**src/hdl/lcop_fifo.sv**
```systemverilog
`default_nettype none
module lcop_fifo #(
    parameter type T = logic,
    parameter int DEPTH = 2
) (
    input  wire logic i_clk,
    input  wire logic i_rst_n,
    input  wire logic i_push,
    input  wire T     i_data,
    output logic      o_full,
    input  wire logic i_pop,
    output T          o_data,
    output logic      o_empty
);
    localparam int AW = (DEPTH > 1) ? $clog2(DEPTH) : 1;
    localparam int CW = $clog2(DEPTH + 1);

    T              r_mem [DEPTH];
    logic [AW-1:0] r_wr, r_rd;
    logic [CW-1:0] r_cnt;
    logic          do_push, do_pop;

    assign o_full  = (r_cnt == CW'(DEPTH));
    assign o_empty = (r_cnt == '0);
    assign do_push = i_push && !o_full;
    assign do_pop  = i_pop && !o_empty;
    assign o_data  = r_mem[r_rd];

    always_ff @(posedge i_clk) begin
        if (do_push) begin
            r_mem[r_wr] <= i_data;
        end
    end

    always_ff @(posedge i_clk) begin
        if (!i_rst_n) begin
            r_wr  <= '0;
            r_rd  <= '0;
            r_cnt <= '0;
        end else begin
            if (do_push) begin
                r_wr <= (r_wr == AW'(DEPTH - 1)) ? '0 : r_wr + 1'b1;
            end
            if (do_pop) begin
                r_rd <= (r_rd == AW'(DEPTH - 1)) ? '0 : r_rd + 1'b1;
            end
            r_cnt <= r_cnt + CW'(do_push) - CW'(do_pop);
        end
    end
endmodule
`default_nettype wire

```
**config.mk**
```make
export PLATFORM = sky130hd
export DESIGN_NAME = lcop_fifo
export DESIGN_NICKNAME = d
export VERILOG_FILES = /design/src/hdl/lcop_fifo.sv
export SDC_FILE = /design/constraint.sdc
export NUM_CORES = 1
export LEC_CHECK = 0
export BUFFER_PORTS_ARGS = -buffer_cell sky130_fd_sc_hd__buf_4
export CORE_AREA = 2 2 39 41
export CTS_CLUSTER_SIZE = 16
export DETAILED_ROUTE_END_ITERATION = 8
export DIE_AREA = 0 0 41 43
export SLEW_MARGIN = 10
export SYNTH_ARGS = -nofsm -noshare
export SYNTH_HDL_FRONTEND = slang
export SYNTH_SLANG_ARGS = --single-unit
```
**constraint.sdc**
```tcl
create_clock -name i_clk -period 1.5 [get_ports i_clk]
set_input_delay 0.3 -clock i_clk [delete_from_list [all_inputs] [get_ports i_clk]]
set_output_delay 0.3 -clock i_clk [all_outputs]
set_load 0.05 [all_outputs]
```
# Yosys cells after proc, flatten, opt, wreduce, memory -nomap -nowiden
# Memories as Yosys holds them, arrays and structs flattened. A register that Yosys moved wholly into a read port is not among the register bits.
# Cells that the tools add are included.
# op_classes
div	0
bitwise	0
n_reduce_logical	5
mux	6
eq_ne	1
n_mul	0
n_addsub	4
n_lt_le_gt_ge	0
shift	0
# op_table
op	count
1-bit two-way mux	6
1-bit adder, second input constant	2
2-bit by 1-bit adder with 2-bit output	1
2-bit == test, second input constant	1
1-bit logical AND	2
1-bit zero test	2
2-bit zero test	1
2-bit by 1-bit subtractor with 2-bit output	1
# word_totals
reg_bits	4
wordCells	20
ramBits	2
latch_bits	0
romBits	0
mem_count	1
output_inout_bits	3
# mem_list
name	depth	width	rd	rd_ports_with_merged_regs	write_ports	line	rtl
r_mem	2	1	1	1	1	18	T r_mem [DEPTH];

# Depth between registers and ports, before layout
# Gate-level depths: netlist (run 1).
# logic_depth
ltp_word	5
mapped_depth	8
ltp_nobuf	8

# Worst setup path before layout (run 1)
# OpenSTA, ideal clock, no wires.
# synth_path
path_kind	register to register
start	register r_cnt[0]
end	register r_cnt[1]
path_buffers	0
stages_incl_launch_ff	9
setup_slack_ns	-0.045
arrival_time_ns	1.467
required_ns	1.422
cell_sequence	dfxtp_1 -> nand2b_1 -> nand2_1 -> ha_1 -> inv_1 -> ha_1 -> xor2_1 -> and2_2 -> nor3_1
# synth_via
elab_chain_cells	5
elab_cells_between_ends	8
classes_between	2 x add/sub; 1 x eq/ne; 5 x reduce/logical
# synth_rtl
item	line	rtl
start, declared	20	logic [CW-1:0] r_cnt;
start signal, assigned	47	r_cnt <= r_cnt + CW'(do_push) - CW'(do_pop);
2-bit == test	23	assign o_full = (r_cnt == CW'(DEPTH));
1-bit zero test	25	assign do_push = i_push && !o_full;
1-bit logical AND	25	
2-bit by 1-bit adder with 2-bit output	47	
2-bit by 1-bit subtractor with 2-bit output *	47	
# Every way passes the cells marked *; elsewhere a longest branch is shown, timed or not.
# A chain may end at the register's enable or synchronous reset.

# Worst setup path in the final report (run 1)
# layout_path
start	register r_cnt[1]
end	register r_cnt[1]
# layout_via
elab_cells_between_ends	8
classes_between	2 x add/sub; 1 x eq/ne; 5 x reduce/logical
# layout_rtl
item	line	rtl
2-bit zero test	24	assign o_empty = (r_cnt == '0);
1-bit zero test	26	assign do_pop = i_pop && !o_empty;
1-bit logical AND	26	
net do_pop	21	logic do_push, do_pop;
2-bit by 1-bit subtractor with 2-bit output	47	
# The timed path passes the listed nets, and every way through them passes these cells.

==> summary.md, run 1 <==
| Metric | Value |
|---|---|
| Core footprint | `0.00138 sq mm` |
| RSZ-0062 raised after global routing | `true` |
| Library cells used by synthesis | `16` |
| Syn-to-layout area delta | `55.3%` |
| Fin crit period | `1.46 ns` |
| Largest net degree at the start of global routing | `5` |
| Crit. End Element | `flip-flop` |
| Required @ worst endpoint | `1.64 ns` |
| Fin area | `478 sq um` |
| DP Wirelength | `423 um` |
| Maxcap violations | `0` |
| Routability congestion estimate | `0.707` |
| Sum Neg Setup Slack | `0 ns` |
| Number of global-route vias before repair | `228` |
| Cts hold-fix bufs | `0` |
| Synth Register Bits | `7` |
| Register area | `163 sq um` |
| CTS HTree Levels | `1` |
| Synth warn | `0` |
| Worst Hold Class | `input pin to flip-flop` |
| Synth top area share | `32.5%` |
| Synth area leader | `dfxtp_1` |
| Crit path cell chain | `o21a_2 -> ha_4 -> inv_1 -> ha_2 -> xor2_1 -> and2_4 -> nor3_2` |
| Fin. max-slew vios | `0` |
| Nets | `54` |
| Total setup buffers inserted after CTS | `0` |
| Multi-input gate area | `168 sq um` |
| Avg Inst Size Synth | `10.3 sq um` |
| Setup CP Type | `flip-flop to flip-flop` |
| Deepest clock path buffer count | `2` |
| Height of the die | `43 um` |
| Power Density | `2100 mW/mm^2` |
| ANT nets after route | `0` |
| CTS Sinks | `7` |
| Slew HR | `88.3%` |
| Fin crit share | `97.4%` |
| First-iteration detailed-routing DRC count | `0` |
| Final Hold Viols | `0` |
| GRT Overall Usage | `9.27%` |
| Diodes inserted | `0` |
| Number of I/O port buffers | `7` |
| Wire length per cell | `9.13 um` |
| First-pass iteration count of the detailed router | `1` |
| Post-Layout Cell Count | `62` |
| EDFF count, synth | `2` |
| Max stage delay cell, worst path | `dfxtp_2` |
| Mapped Cells | `30` |
| Total CTS buffers | `3` |
| First-pass GRT wire length | `924 um` |
| Drt total wl | `566 um` |
| Register area share after synthesis | `52.0%` |
| Critical Path Max Stage Delay | `0.34 ns` |
| Die area | `0.00176 sq mm` |
| Initial antenna violation count | `0` |
| CP Data Arrival Time | `1.60 ns` |
| Count of placed standard cells including taps | `58` |
| Met3 wire length | `24 um` |
| Clk Latency, worst-skew pair | `0.25 ns` |
| Met1 WL | `209 um` |
| CTS tree | `done` |
| Worst Skew | `0.00501 ns` |
| Total congestion overflow | `0` |
| Status | `complete, no violations` |
| Async SR Flop Fraction | `0%` |
| Area post-placement | `430 sq um` |
| Synth Flop Type | `dfxtp_1` |
| Vias | `244` |
| Die span in x | `41 um` |
| Clk slew on worst S/H paths | `0.05 ns` |
| Fillers | `144` |
| VDD IR max | `0.000605 V` |
| Final setup violation count | `0` |
| CTS Root Cell | `clkbuf_4` |
| Leak pwr | `0.228 nW` |
| Post-Synthesis Cell Area | `308 sq um` |
| Initial Util | `22.2%` |
| Layout cell share with drive strength beyond 1 | `54.3%` |
| Top sig layer | `met3` |
| CP Max Fanout | `3` |
| Syn_nets | `37` |
| DRC Markers | `0` |
| Rows | `14` |
| Vias/cell | `3.94` |
| Slew @ Worst Pin | `0.174 ns` |
| Ports | `8` |
| Worst R2R Setup Slack | `0.04 ns` |
| Startpoint Class | `flip-flop` |
| Dominant cells by area after synthesis | `dfxtp_1, edfxtp_1, ha_1` |
| Met2 wire len | `333 um` |
| Peak Freq | `684 MHz` |
| Synth top cells by count | `dfxtp_1, nor2_1, inv_1` |
-- cells by family (layout without fill, tap and decap cells) --
group / count (synthesis) / in the layout / synth area share (%)
buffers and inverters: 3 / 19 / 3.66
adder cells (fa/ha/maj): 2 / 2 / 8.13
AND/OR/NAND/NOR: 13 / 13 / 20.7
flip-flops: 7 / 7 / 52.0
AO/OA/AOI/OAI: 1 / 1 / 2.85
XOR/XNOR: 2 / 2 / 5.69
multiplexers: 2 / 2 / 6.91
-- through the flow --
step	utilization [%]	hold slack [ns]	worst slack [ns]	power, mW
2_1_floorplan	-	0.399	0.00282	0.631
3_3_place_gp	31.1	0.473	-0.0240	0.802
3_5_place_dp	31.1	0.481	-0.0293	0.810
4_1_cts	34.5	0.230	0.00193	1.02
5_1_grt	34.5	0.219	-0.0202	1.09
6_report	34.5	0.242	0.0383	1.00
-- cell type report --
type	count	share of cell area (%)
inverters	3	2.36
well taps	16	4.19
repair buffers	12	18.8
flip-flops and latches	7	34.0
multi-input cells	20	35.1
clock buffers	4	5.50
-- repair_timing --
item,in CTS,in global routing
cloned,0,0
pin swaps,3,2
resized for setup,4,0
endpoints found under the setup margin,1,1
-- power by group --
part | total (mW) | internal (mW) | switching, mW
logic | 0.527 | 0.243 | 0.284
registers | 0.304 | 0.264 | 0.0403
clock network | 0.172 | 0.102 | 0.0704
-- layout by cell type (no fill, tap or decap), drive strengths merged --
cell type	n
buf	12
nor2	5
dfxtp	5
clkbuf	4
inv	3
edfxtp	2
nand2b	2
nand2	2
and2	2
ha	2
o21a	1
mux2	1
xnor2	1
and3	1
mux2i	1
xor2	1
nor3	1
-- critical path, delay by kind of cell (launching register included) --
kind                     cells  cell delay (ns)
buffers and inverters        1             0.03
adder cells (fa/ha/maj)      2             0.42
flip-flops                   1             0.34
AND/OR/NAND/NOR              2             0.20
XOR/XNOR                     1             0.16
AO/OA/AOI/OAI                1             0.22
-- layer usage --
metal  vias to the layer above  GRT usage [%]
met1                       110           6.51
met2                         3           14.1
met4                         0           8.00
met3                         0           7.85
met5                         -              0
li1                        131              -
-- worst paths after layout --
kind	start	endpoint	cells past startpoint
worst max-delay path	r_cnt[1]	r_cnt[1]	7
worst max register to register	r_cnt[1]	r_cnt[1]	7
worst min-delay path	i_data	r_mem[1]	1
worst min register to register	r_wr	r_wr	2
No activity file was read; power rests on OpenSTA's default activity.
==> run 2, diff against run 1 <==
REMOVE_ABC_BUFFERS = 1   (was default)
==> summary.md, run 2 (same netlist as run 1, synthesis figures left out) <==
| Metric | Value |
|---|---|
| Vias | `254 (+4.1%)` |
| Worst R2R Setup Slack | `0.01 ns (-0.02 ns)` |
| Vias/cell | `3.91 (-0.71%)` |
| Fin. max-slew vios | `0 (unchanged)` |
| ANT nets after route | `0 (unchanged)` |
| Top delay family on crit path | `adder cells` |
| Startpoint Class | `flip-flop` |
| Setup CP Type | `flip-flop to flip-flop` |
| First-pass iteration count of the detailed router | `2 (+1)` |
| Area post-placement | `418 sq um (-2.9%)` |
| First-pass GRT wire length | `848 um (-8.2%)` |
| Maxcap violations | `0 (unchanged)` |
| Met1 usage | `5.84% (-0.67 points)` |
| Peak Freq | `673 MHz (-1.6%)` |
| Worst Hold Path EP | `r_mem[0]` |
| Most frequent cells in the layout | `buf_4, nor2_1, dfxtp_1, clkbuf_4` |
| Height of the die | `43 um (unchanged)` |
| VDD IR max | `0.000881 V (+46%)` |
| Global route hottest layer | `met2` |
| Slew HR | `88.4% (about the same)` |
| DP Wirelength | `350 um (-17%)` |
| Max stage delay cell, worst path | `dfxtp_4` |
| Largest net degree at the start of global routing | `5 (unchanged)` |
| Syn-to-layout area delta | `73.6%` |
| Total CTS buffers | `3 (unchanged)` |
| Fin area | `534 sq um (+12%)` |
| CTS HTree Levels | `1 (unchanged)` |
| CP Max Fanout | `3 (unchanged)` |
| DRC Markers | `0 (unchanged)` |
| Crit path cell chain | `o21a_4 -> ha_4 -> inv_2 -> ha_4 -> xor2_2 -> and2_4 -> nor3_2` |
| CTS tree | `done` |
| Clk slew on worst S/H paths | `0.05 ns (about the same)` |
| Worst Skew | `0.00168 ns (-0.00332 ns)` |
| Fin crit period | `1.49 ns (+0.0241 ns)` |
| Met2 GRT Util | `13.4% (-0.63 points)` |
| Rows | `14 (unchanged)` |
| RSZ-0062 raised after global routing | `true` |
| Clk Latency, worst-skew pair | `0.25 ns (about the same)` |
| Routability congestion estimate | `0.699 (-1.1%)` |
| Die area | `0.00176 sq mm (unchanged)` |
| Leak pwr | `0.247 nW (+8.4%)` |
| CP Buf/Inv Count | `1 (unchanged)` |
| Worst Hold Class | `input pin to flip-flop` |
| Nets | `57 (+5.6%)` |
| FF-to-FF End | `r_cnt[1]` |
| Crit. End Element | `flip-flop` |
| CTS Sinks | `7 (unchanged)` |
| Hold Path Origin | `i_data` |
| Power Density | `2090 mW/mm^2 (-0.67%)` |
| Final setup violation count | `0 (unchanged)` |
| CP Data Arrival Time | `1.65 ns (+0.05 ns)` |
| Hold path cells | `1 (unchanged)` |
| Initial Util | `22.2% (unchanged)` |
| Worst r2r path cells | `7 (unchanged)` |
| Sum Neg Setup Slack | `0 ns (unchanged)` |
| Initial antenna violation count | `0 (unchanged)` |
| GRT Overall Usage | `7.65% (-1.6 points)` |
| Number of I/O port buffers | `7 (unchanged)` |
| Number of global-route vias before repair | `237 (+3.9%)` |
| Diodes inserted | `0 (unchanged)` |
| Total congestion overflow | `0 (unchanged)` |
| Met3 Track Usage GR | `6.28% (-1.6 points)` |
| Slew @ Worst Pin | `0.173 ns (-0.000338 ns)` |
| Wire length per cell | `8.51 um (-6.8%)` |
| Critical Path Max Stage Delay | `0.36 ns (+0.02 ns)` |
| Core footprint | `0.00138 sq mm (unchanged)` |
| Final Hold Viols | `0 (unchanged)` |
| Layout cell share with drive strength beyond 1 | `61.2% (+6.9 points)` |
| R2R Path Start | `r_cnt[1]` |
| Ports | `8 (unchanged)` |
| Final core utilization | `38.6% (+4.1 points)` |
| First-iteration detailed-routing DRC count | `2 (+2)` |
| CTS Root Cell | `clkbuf_4` |
| Fin crit share | `99.1% (+1.6 points)` |
| Die span in x | `41 um (unchanged)` |
| Required @ worst endpoint | `1.67 ns (+0.03 ns)` |
| Most common cell after layout, fill and taps aside | `buf_4` |
| Drt total wl | `553 um (-2.3%)` |
| Status | `complete, no violations` |
| Critical path's most frequent cell | `ha_4` |
| Deepest clock path buffer count | `2 (unchanged)` |
| Fillers | `148 (+2.8%)` |
-- run 2: how the worst max path moves through the flow --
stage,to,cells past startpoint,startpoint,slack [ns]
after floorplan,r_cnt[1],8,r_cnt[0],-0.05
after global placement,r_cnt[1],8,r_cnt[0],-0.09
after detailed placement,r_cnt[1],8,r_cnt[0],-0.12
after CTS,r_cnt[1],7,r_cnt[0],-0.03
after global routing,r_cnt[1],7,r_cnt[1],-0.02
final,r_cnt[1],7,r_cnt[1],0.01
-- run 2: what timing repair did --
action	4_1_cts	5_1_grt
hold buffers	0	0
endpoints found under the setup margin	1	1
gates resized for setup	10	5
pin swaps	7	4
setup buffers	2	1
-- run 2: layout make-up --
cell class,instances,area [sq um],area share [%]
inverter,3,11.3,2.11
sequential,7,168,31.4
timing repair buffer,15,113,21.1
multi-input combinational,20,196,36.8
tap,16,20.0,3.75
clock buffer,4,26.3,4.92
-- run 2: per-layer routing --
| metal | share of wire, % | routed length (um) |
|---|---|---|
| met3 | 7.2 | 40 |
| met1 | 36 | 201 |
| met4 | 0 | 0 |
| met5 | 0 | 0 |
| met2 | 56 | 311 |
-- run 2: per-stage QoR --
stage,power [mW],std cells,hold slack [ns],worst slack (ns)
6_report,1.11,65,0.239,0.0142
5_1_grt,1.20,65,0.220,-0.0244
4_1_cts,1.06,64,0.231,-0.0258
3_5_place_dp,0.773,58,0.484,-0.123
3_3_place_gp,0.772,58,0.471,-0.0903
2_1_floorplan,0.603,30,0.399,-0.0450
-- run 2: report_power, final --
| part | internal, mW | total [mW] | switching, mW |
|---|---|---|---|
| clock | 0.101 | 0.167 | 0.0653 |
| combinational | 0.309 | 0.627 | 0.318 |
| sequential | 0.273 | 0.321 | 0.0477 |
| total | 0.683 | 1.11 | 0.431 |
==> run 3, diff against run 2 <==
ABC_AREA = 1   (was default)
PLACE_DENSITY_LB_ADDON = 0.25   (was default)
==> summary.md, run 3 <==
| Metric | Value |
|---|---|
| Status | `complete, no violations` |
| Fin. max-slew vios | `0 (unchanged)` |
| Count of placed standard cells including taps | `65 (+12%)` |
| Final core utilization | `35.2% (-3.4 points)` |
| Wire length per cell | `8.27 um (-2.8%)` |
| CP Buf/Inv Count | `2 (+1)` |
| First-pass iteration count of the detailed router | `3 (+1)` |
| Dominant cells by area after synthesis | `dfxtp_1, edfxtp_1, inv_1` |
| Die area | `0.00176 sq mm (unchanged)` |
| Crit path cell chain | `nor2_4 -> nor2_4 -> ha_4 -> inv_1 -> ha_2 -> inv_1 -> nand2_2 -> a21oi_2 -> nor2_1` |
| Synth Flop Type | `dfxtp_1` |
| Setup CP Type | `flip-flop to flip-flop` |
| Deepest clock path buffer count | `2 (unchanged)` |
| Largest net degree at the start of global routing | `5 (unchanged)` |
| CTS tree | `done` |
| Mapped Cells | `41 (+37%)` |
| Post-Layout Cell Count | `70 (+7.7%)` |
| Top delay family on crit path | `adder cells` |
| Fin crit period | `1.38 ns (-0.102 ns)` |
| Power Density | `2160 mW/mm^2 (+3.6%)` |
| Vias/cell | `3.89 (-0.56%)` |
| GRT Overall Usage | `8.56% (+0.91 points)` |
| Post-Place Worst Slack | `0.0367 ns (+0.160 ns)` |
| Most frequent cells in the layout | `buf_4, inv_1, nand2_1` |
| DP Wirelength | `444 um (+27%)` |
| Initial antenna violation count | `0 (unchanged)` |
| Core footprint | `0.00138 sq mm (unchanged)` |
| Vias | `272 (+7.1%)` |
| Final WS setup | `0.116 ns (+0.102 ns)` |
| Die span in x | `41 um (unchanged)` |
| Number of I/O port buffers | `7 (unchanged)` |
| Async SR Flop Fraction | `0% (unchanged)` |
| Synth area leader | `dfxtp_1` |
| CTS Root Cell | `clkbuf_4` |
| Ports | `8 (unchanged)` |
| Critical Path Max Stage Delay | `0.36 ns (about the same)` |
| Rows | `14 (unchanged)` |
| Worst Skew | `0.000798 ns (-0.000883 ns)` |
| Nets | `62 (+8.8%)` |
| Crit. End Element | `flip-flop` |
| CTS Sinks | `7 (unchanged)` |
| Startpoint Class | `flip-flop` |
| Drt total wl | `579 um (+4.7%)` |
| Fillers | `150 (+1.4%)` |
| Avg Inst Size Synth | `8.27 sq um (-19%)` |
| Leak pwr | `0.234 nW (-5.2%)` |
| Routability congestion estimate | `0.685 (-2.0%)` |
| Synth Register Bits | `7 (unchanged)` |
| Number of global-route vias before repair | `231 (-2.5%)` |
| VDD IR max | `0.000613 V (-30%)` |
| Most common cell after layout, fill and taps aside | `buf_4` |
| Max stage delay cell, worst path | `dfxtp_4` |
| DRC Markers | `0 (unchanged)` |
| First-pass GRT wire length | `876 um (+3.3%)` |
| Height of the die | `43 um (unchanged)` |
| Initial Util | `24.5% (+2.3 points)` |
| Clk Latency, worst-skew pair | `0.25 ns (about the same)` |
| First-iteration detailed-routing DRC count | `13 (+11)` |
| Fin crit share | `92.3% (-6.8 points)` |
| Maxcap violations | `0 (unchanged)` |
| EDFF count, synth | `2 (unchanged)` |
| Synth top cells by count | `inv_1, nand2_1, dfxtp_1, nor2_1` |
| Clk slew on worst S/H paths | `0.05 ns (about the same)` |
| Total congestion overflow | `0 (unchanged)` |
| Final setup violation count | `0 (unchanged)` |
| Worst Hold Class | `input pin to flip-flop` |
| CP Data Arrival Time | `1.53 ns (-0.12 ns)` |
| Syn-to-layout area delta | `43.5%` |
| Slew HR | `91.1% (+2.7 points)` |
| CP Max Fanout | `3 (unchanged)` |
| Diodes inserted | `0 (unchanged)` |
| Library cells used by synthesis | `13 (-3)` |
| Design Power | `1.05 mW (-5.6%)` |
| Layout cell share with drive strength beyond 1 | `48.1% (-13 points)` |
| Final Hold Viols | `0 (unchanged)` |
| Post-Synthesis Cell Area | `339 sq um (+10%)` |
| Peak Freq | `723 MHz (+7.4%)` |
| Register area share after synthesis | `47.2% (-4.8 points)` |
| Count leader, synth | `inv_1` |
| Required @ worst endpoint | `1.64 ns (-0.03 ns)` |
| ANT nets after route | `0 (unchanged)` |
| Total CTS buffers | `3 (unchanged)` |
| Synth top area share | `29.5% (-3.0 points)` |
| Slew @ Worst Pin | `0.134 ns (-0.0396 ns)` |
| CTS HTree Levels | `1 (unchanged)` |
| Synth warn | `0 (unchanged)` |
run 3: area by class of cell:
cell class	count	area [sq um]	share of cell area, %
Clock buffer	4	26.3	5.40
Inverter	9	33.8	6.94
Multi-Input combinational cell	25	174	35.7
Sequential cell	7	165	33.9
Tap cell	16	20.0	4.11
Timing Repair Buffer	9	67.6	13.9
run 3: kinds of logic after synthesis:
| family | count (synthesis) | synth area share, % |
|---|---|---|
| adder cells (fa/ha/maj) | 2 | 7.38 |
| AND/OR/NAND/NOR | 20 | 29.2 |
| flip-flops | 7 | 47.2 |
| multiplexers | 1 | 3.32 |
| AO/OA/AOI/OAI | 2 | 2.95 |
| buffers and inverters | 9 | 9.96 |
run 3: worst paths after layout:
check,from,end,slack [ns],cells past startpoint
max,r_cnt[0],r_cnt[1],0.12,9
max reg2reg,r_cnt[0],r_cnt[1],0.12,9
min,i_data,r_mem[0],0.24,1
min reg2reg,r_rd,flip-flop,0.51,2
run 3: layer usage:
layer  track usage, %  share of wire, %
met1             10.7                42
met4             12.0               2.1
met5                0                 0
met3             3.14               7.3
met2             8.75                48
run 3: what timing repair did:
item | 4_1_cts | 5_1_grt
setup endpoints to repair | 0 | 2
setup buffers | 0 | 1
resized for setup | 0 | 10
hold endpoints to repair | 0 | 0
hold buffers | 0 | 0
run 3: through the flow:
step	hold slack, ns	setup TNS [ns]	cell area [sq um]
2_1_floorplan	0.393	-0.392	339
3_3_place_gp	0.494	0	419
3_5_place_dp	0.493	0	419
4_1_cts	0.224	0	445
5_1_grt	0.227	-0.0178	487
6_report	0.238	0	487
run 3: power by group:
group          internal [mW]  total (mW)  leakage (nW)  switching (mW)
combinational          0.225       0.561         0.158           0.336
sequential             0.266       0.318        0.0610          0.0517
clock                  0.102       0.172        0.0150          0.0706
